## config.mk

```make
export PLATFORM = sky130hd
export DESIGN_NAME = tkt_cell
export DESIGN_NICKNAME = d
export VERILOG_FILES = /design/src/rtl/tkt_pkg.sv /design/src/rtl/tkt_cell.sv
export SDC_FILE = /design/constraint.sdc
export NUM_CORES = 1
export LEC_CHECK = 0
export BUFFER_PORTS_ARGS = -buffer_cell sky130_fd_sc_hd__buf_2
export CAP_MARGIN = 20
export CELL_PAD_IN_SITES_DETAIL_PLACEMENT = 0
export CELL_PAD_IN_SITES_GLOBAL_PLACEMENT = 1
export CORE_ASPECT_RATIO = 0.7
export CORE_MARGIN = 2
export CORE_UTILIZATION = 29
export CTS_CLUSTER_DIAMETER = 40
export CTS_CLUSTER_SIZE = 28
export DETAILED_ROUTE_END_ITERATION = 8
export PLACE_DENSITY_LB_ADDON = 0.1
export SYNTH_ARGS = -nofsm -noshare
export SYNTH_HDL_FRONTEND = slang
export SYNTH_SLANG_ARGS = --single-unit
```

## constraint.sdc

```tcl
create_clock -name clk -period 8 [get_ports clk]
set_input_delay 0.8 -clock clk [delete_from_list [all_inputs] [get_ports clk]]
set_output_delay 0.8 -clock clk [all_outputs]
set_load 0.005 [all_outputs]
```

## src/rtl/tkt_pkg.sv

```systemverilog
package tkt_pkg;

  localparam int COUNT_W  = 7;
  localparam int ID_W     = 64;
  localparam int STATUS_W = 8;
  localparam int NUMBER_W = 32;
  localparam int VALUE_W  = 64;
  localparam int CODE_W   = 2;

  localparam logic [COUNT_W-1:0] COUNT_RESET = 7'd64;

  typedef enum logic [CODE_W-1:0] {
    RC_UPDATED   = 2'd0,
    RC_INSERTED  = 2'd1,
    RC_FULL      = 2'd2,
    RC_NOT_FOUND = 2'd3
  } code_t;

  // Request fields held steady while a request is in the table.
  typedef struct packed {
    logic [ID_W-1:0]     client_id;
    logic [ID_W-1:0]     server_id;
    logic [STATUS_W-1:0] key_status;
    logic [NUMBER_W-1:0] key_number;
    logic [VALUE_W-1:0]  key_value;
  } req_t;

  // Search token handed from cell to cell.
  typedef struct packed {
    logic                valid;
    logic                hit;
    logic                free;
    logic [STATUS_W-1:0] status;
    logic [NUMBER_W-1:0] number;
    logic [VALUE_W-1:0]  value;
  } token_t;

  // Commit command broadcast to all cells for one cycle.
  typedef struct packed {
    logic wr_hit;
    logic wr_free;
  } cmd_t;

endpackage

```

## src/rtl/tkt_cell.sv

```systemverilog
module tkt_cell #(
  parameter int CELL_INDEX = 0
) (
  input  logic                            clk,
  input  logic                            rst,
  input  logic [tkt_pkg::COUNT_W-1:0]     count,
  input  tkt_pkg::req_t                   req,
  input  tkt_pkg::cmd_t                   cmd,
  input  tkt_pkg::token_t                 tok_in,
  output tkt_pkg::token_t                 tok_out
);

  localparam logic [31:0] MY_INDEX = 32'(CELL_INDEX);

  logic                          valid;
  logic                          hit_mark;
  logic                          free_mark;
  logic [tkt_pkg::ID_W-1:0]      client_q;
  logic [tkt_pkg::ID_W-1:0]      server_q;
  logic [tkt_pkg::STATUS_W-1:0]  status_q;
  logic [tkt_pkg::NUMBER_W-1:0]  number_q;
  logic [tkt_pkg::VALUE_W-1:0]   value_q;

  logic                          en;
  logic [tkt_pkg::ID_W-1:0]      client_r;
  logic [tkt_pkg::ID_W-1:0]      server_r;
  logic [tkt_pkg::STATUS_W-1:0]  status_r;
  logic [tkt_pkg::NUMBER_W-1:0]  number_r;
  logic [tkt_pkg::VALUE_W-1:0]   value_r;
  logic                          match;
  logic                          empty;
  logic                          first_hit;
  logic                          first_free;
  logic                          write_now;

  // An entry never written reads as all zero.
  assign client_r = valid ? client_q : '0;
  assign server_r = valid ? server_q : '0;
  assign status_r = valid ? status_q : '0;
  assign number_r = valid ? number_q : '0;
  assign value_r  = valid ? value_q  : '0;

  assign en    = 32'(count) > MY_INDEX;
  assign match = en && (client_r == req.client_id) && (server_r == req.server_id);
  assign empty = en && (client_r == '0) && (server_r == '0) && (status_r == '0) &&
                 (number_r == '0) && (value_r == '0);

  assign first_hit  = match && !tok_in.hit;
  assign first_free = empty && !tok_in.free;
  assign write_now  = (cmd.wr_hit && hit_mark) || (cmd.wr_free && free_mark);

  always_ff @(posedge clk) begin
    if (rst) begin
      valid         <= 1'b0;
      hit_mark      <= 1'b0;
      free_mark     <= 1'b0;
      tok_out.valid <= 1'b0;
    end else begin
      tok_out.valid <= tok_in.valid;
      if (tok_in.valid) begin
        hit_mark  <= first_hit;
        free_mark <= first_free;
      end
      if (write_now) begin
        valid <= 1'b1;
      end
    end
    tok_out.hit  <= tok_in.hit || match;
    tok_out.free <= tok_in.free || empty;
    if (first_hit) begin
      tok_out.status <= status_r;
      tok_out.number <= number_r;
      tok_out.value  <= value_r;
    end else begin
      tok_out.status <= tok_in.status;
      tok_out.number <= tok_in.number;
      tok_out.value  <= tok_in.value;
    end
    if (write_now) begin
      client_q <= req.client_id;
      server_q <= req.server_id;
      status_q <= req.key_status;
      number_q <= req.key_number;
      value_q  <= req.key_value;
    end
  end

endmodule

```

==> impl_results.md, run 1 <==
- Total global-route track usage: 0.191
- Vias per Instance: 4.79
- Largest net degree at the start of global routing: 190
- Hold WS: 0.375 ns
- DP HPWL: 39100 um
- Max_slew headroom: 0.299
- CP required: 8.50 ns
- CP startpoint: valid
- Status: finished clean
- Synth top area cells: edfxtp_1 (48%), dfxtp_1 (15%), mux2i_1 (7.1%), inv_1 (3.2%), nor4_1 (3.1%)
- Syn Inst Count: 1215
- Row cnt: 68
- FF+latch count, synth: 342
- Post-CTS setup buffer count: 0
- # setup viols final: 0
- Initial Util: 0.295
- Initial antenna violation count: 13
- Hold_buf cts: 0
- Layout area overhead: 32.5%
- Synth cell count leaders: edfxtp_1 (232), inv_1 (126), nand2_1 (117)
- Yosys top cell area share: 0.476
- Startpoint Class: flip-flop
- GP Congestion: 0.807
- Design Power: 4.63 mW
- Number of synthesized flops with an enable pin: 232
- Clk sinks: 342
- Primary FF master, synth: edfxtp_1
- Most frequent cell after synthesis: edfxtp_1
- Max clock buf depth: 3
- Setup TNS: 0 ns
- Vias in the first global route: 11100
- Hold Path Stages: 1
- Pleak: 7.33 nW
- Register area share after synthesis: 0.627
- Cts bufs inserted: 51
- Crit path max fanout: 189
- FF-to-FF setup slack: 3.33 ns
- CP arrival: 5.17 ns
- Number of nets with antenna violations after routing: 0
- Synth area leader: edfxtp_1
- First-pass GRT wire length: 72900 um
- Synth warnings: 0
- Hold path start: req[4]
- Placed Cells incl. Taps: 2302
- Buffers on Ports: 456
- Top Ports: 457
- Final Slew Violations: 0
- Worst reg2reg path depth: 9
- Cell Pwr Density: 239 nW/um^2
- Worst-margin pin slew: 1.04 ns
- Via count: 11500
- Final Hold Viols: 0
- H-tree depth: 2
- Synth Net Count: 1565
- CTS tree: done
- Die width: 272 um
- Multi-input logic area: 4720 sq um
- Skew final: 0.0267 ns
- Worst reg2reg path endpoint: tok_out[40]
- Yosys cell types: 43
- Mapped cell area: 14600 sq um
- Post-route DRC: 0
- Worst setup endpoint: tok_out[40]
- Async SR Flop Fraction: 0
- Nets: 2040
- Core area: 49600 sq um
- RSZ-0062 raised after global routing: no
- Root buf cell: clkbuf_16
- Die area: 52300 sq um
- Total congestion overflow: 0
- Register area: 9170 sq um
- Drt first pass iters: 5
- Share of layout cells above drive strength 1: 0.323
- Wire per inst: 21.3 um
- WL final: 51400 um
- Worst skew pair latency: 0.60 ns
- Worst Hold Class: in2reg
- Max-cap viol count: 0
- Avg Synthesized Cell Area: 12.0 sq um
- Final period utilization: 0.584
- Achievable Freq: 0.214 GHz
- Post-CTS sizing: 0
- Worst r2r src: valid
- Final std cells w/o fill: 2406
- Detailed Route Iter0 Violations: 688
- Worst VDD drop: 0.000156 V
- Die Ht: 192 um
- Fillers: 4905
- Clk slew on worst S/H paths: 0.06 ns
- Crit path capture type: flip-flop
- WS Path Type: reg2reg
- Min Tclk post-route: 4.67 ns
[metrics by stage]
step / instance area (sq um) / setup WS, ns / utilization
2_1_floorplan: 14600 / 1.17 / -
3_3_place_gp: 17600 / 3.47 / 0.354
3_5_place_dp: 17600 / 3.38 / 0.354
4_1_cts: 19400 / 3.34 / 0.391
5_1_grt: 19400 / 3.05 / 0.391
6_report: 19400 / 3.33 / 0.391
[state kept, by name, indices dropped and copies added (netlist names)]
register,count
hit_mark,1
value_q,64
valid,1
number_q,32
tok_out,107
server_q,64
client_q,64
free_mark,1
status_q,8
[per-layer routing]
layer,global-route usage,up-vias,wire (um)
li1,-,5506,-
met1,0.261,5581,23600
met2,0.295,360,22900
met3,0.0546,76,3710
met4,0.0535,12,1030
met5,0.0150,-,162
[cell type report]
| class | instances | share of cell area |
|---|---|---|
| clock inverters | 36 | 0.0225 |
| repair buffers | 463 | 0.122 |
| well taps | 665 | 0.0429 |
| inverters | 126 | 0.0244 |
| diodes | 8 | 0.00103 |
| flip-flops and latches | 342 | 0.473 |
| multi-input cells | 706 | 0.244 |
| clock buffers | 60 | 0.0709 |
[kinds of logic after synthesis]
kind of cell    count (synthesis)  share of synthesized area
simple gates                  399                      0.149
mux                           104                     0.0711
flops                         342                      0.627
buf+inv                       167                     0.0517
xor+xnor                       50                     0.0299
compound gates                153                     0.0716
[placed cells by master, fill, tap and decap left out, types with 20 or more instances in the layout]
master,count
xor2_1,46
edfxtp_1,232
nor2b_1,20
buf_2,456
nand4b_1,46
o21a_1,38
inv_1,126
nand3_1,52
nor3_1,45
o22ai_1,68
mux2i_1,104
nand2_1,117
dfxtp_1,109
nor4_1,71
clkbuf_16,54
[critical path, stage by stage, from the launching register on]
cell and delay, ns:
dfxtp_4 0.90, buf_12 0.58, nand4b_1 0.17, o22ai_1 0.18, o22ai_1 0.12, or4_1 0.59
or3_1 0.39, nor4_2 0.33, buf_12 0.57, mux2i_1 0.26
[worst min-delay path by stage]
stage                   end
6_report         value_q[4]
5_1_grt          value_q[0]
4_1_cts        number_q[20]
3_5_place_dp      free_mark
3_3_place_gp      free_mark
2_1_floorplan     free_mark
[where the power goes]
group          switching, mW  total (mW)  internal [mW]
Combinational          0.151       0.280          0.129
Sequential            0.0363        1.99           1.95
Clock                  0.891        2.37           1.47
Total                   1.08        4.63           3.56
(Power assumes the default switching activity.)
==> inputs of run 2 (changes only) <==
==> constraint.sdc (replaced) <==
create_clock -name clk -period 4.25 [get_ports clk]
set_input_delay 0.425 -clock clk [delete_from_list [all_inputs] [get_ports clk]]
set_output_delay 0.425 -clock clk [all_outputs]
set_load 0.005 [all_outputs]
==> run 2 against run 1 <==
Wire length increased by 2.5%. Cell count increased by 4.2%. Power increased by 88%. Final area increased by 5.1%. Flip-flop and latch count unchanged. Maximum frequency increased by 23%. Critical path depth unchanged. Worst setup slack got worse by 2.9 ns. Critical path type unchanged. Register-to-register slack got worse by 2.9 ns. Via count increased by 2.7%.
==> impl_results.md, run 2 (synthesized netlist as in run 1, its figures left out) <==
- Cts bufs inserted: 53
- Setup ws final: 0.459 ns
- Initial Util: 0.295
- Final Util: 0.411
- Final period utilization: 0.892
- Crit path max fanout: 84
- Worst VDD drop: 0.000266 V
- Root buf cell: clkbuf_16
- CP max stage delay: 0.84 ns
- RSZ-0062 raised after global routing: no
- WL final: 52600 um
- Max-cap viol count: 0
- Startpoint Class: flip-flop
- Max_slew headroom: 0.313
- Total global-route track usage: 0.196
- Largest net degree at the start of global routing: 104
- CTS tree: done
- Drt first pass iters: 5
- Top Ports: 457
- Initial antenna violation count: 15
- Hold Path Stages: 1
- Critical Path, Cell by Cell: buf_12, nand4b_1, o221ai_1, o2111ai_1, or3_1, nor4_2, buf_12, buf_4, mux2i_1
- Worst Hold Class: in2reg
- CP arrival: 4.29 ns
- Hold WS: 0.0346 ns
- Fillers: 4898
- Post-CTS setup buffer count: 0
- DP HPWL: 39900 um
- Commonest non-fill, non-tap cell in the layout: buf_2
- Crit path capture type: flip-flop
- Layout area overhead: 39.2%
- Nets: 2140
- First-pass GRT wire length: 75300 um
- Buffers on Ports: 456
- Die width: 272 um
- Reg with most FFs: tok_out
- Worst r2r src: valid
- Worst-margin pin slew: 1.02 ns
- Worst reg2reg path endpoint: tok_out[62]
- Hold path endpoint: value_q[18]
- Die Ht: 192 um
- Pleak: 7.73 nW
- Skew final: 0.0214 ns
- # setup viols final: 0
- GP Congestion: 0.835
- WS Path Type: reg2reg
- Cell Pwr Density: 428 nW/um^2
- Post-route DRC: 0
- Status: finished clean
- Vias per Instance: 4.72
- FF-to-FF setup slack: 0.46 ns
- Clk sinks: 342
- Total congestion overflow: 0
- Max FFs per register: 107
- Min Tclk post-route: 3.79 ns
- Wire per inst: 21.0 um
- Worst skew pair latency: 0.59 ns
- Core area: 49600 sq um
- Vias in the first global route: 11600
- Detailed Route Iter0 Violations: 707
- Via count: 11800
- Max clock buf depth: 3
- Critical-path top delay cell: dfxtp_4
- Share of layout cells above drive strength 1: 0.312
- CP required: 4.75 ns
- Hold path start: req[18]
- Achievable Freq: 0.264 GHz
- Die area: 52300 sq um
- Final Hold Viols: 0
- Final Slew Violations: 0
- Setup WS pre-CTS: 0.479 ns
- Setup TNS: 0 ns
- H-tree depth: 2
- Row cnt: 68
- Most used cell, CP: buf_12
- Number of nets with antenna violations after routing: 0
- Clk slew on worst S/H paths: 0.06 ns
- Most frequent cells in the layout: buf_2 (456), edfxtp_1 (232), inv_1 (126)
- Worst reg2reg path depth: 9
[run 2: how the worst max path moves through the flow]
stage / slack, ns / startpoint / cells after the start / end
after global routing: 0.26 / valid / 10 / tok_out[33]
after detailed placement: 0.48 / valid / 9 / tok_out[62]
after global placement: 0.54 / valid / 9 / tok_out[51]
final: 0.46 / valid / 9 / tok_out[62]
after CTS: 0.42 / valid / 9 / tok_out[24]
after floorplan: 0.49 / cmd[1] / 1 / client_q[0]
[run 2: worst max-delay path, delay by kind of cell (launching register included)]
kind                   cells  cell delay, ns
multiplexers               1            0.21
flip-flops                 1            0.84
buffers and inverters      3            0.97
AND/OR/NAND/NOR            3            0.97
AO/OA/AOI/OAI              2            0.63
[run 2: report_power, final]
part	leakage [nW]	switching [mW]	internal (mW)
registers	3.04	0.0693	3.67
clock network	0.848	1.74	2.62
logic	3.84	0.306	0.301
total	7.73	2.12	6.59
[run 2: repair_timing]
action	4_1_cts	5_1_grt
endpoints found under the setup margin	0	0
hold buffers	89	0
gates resized for setup	0	0
hold endpoints to repair	89	0
[run 2: final cells by class]
| type | instances | area (sq um) | area share |
|---|---|---|---|
| flip-flops and latches | 342 | 9170 | 0.450 |
| well taps | 665 | 832 | 0.0408 |
| diodes | 7 | 17.5 | 0.000860 |
| inverters | 126 | 473 | 0.0232 |
| multi-input cells | 706 | 4720 | 0.232 |
| repair buffers | 561 | 3380 | 0.166 |
| clock inverters | 37 | 362 | 0.0177 |
| clock buffers | 63 | 1420 | 0.0695 |
[run 2: routing by layer]
metal  share of wire  GRT usage  vias up
met5          0.0013          0        -
met4           0.016     0.0484       12
met3           0.069     0.0551       71
met2            0.45      0.305      342
met1            0.47      0.269     5717
li1                -          -     5702
[run 2: metrics by stage]
| step | instances | area, sq um | total power, mW |
|---|---|---|---|
| 2_1_floorplan | 1215 | 14600 | 3.99 |
| 3_3_place_gp | 2311 | 17700 | 4.35 |
| 3_5_place_dp | 2311 | 17700 | 4.35 |
| 4_1_cts | 2500 | 20400 | 8.85 |
| 5_1_grt | 2504 | 20400 | 9.05 |
| 6_report | 2507 | 20400 | 8.71 |
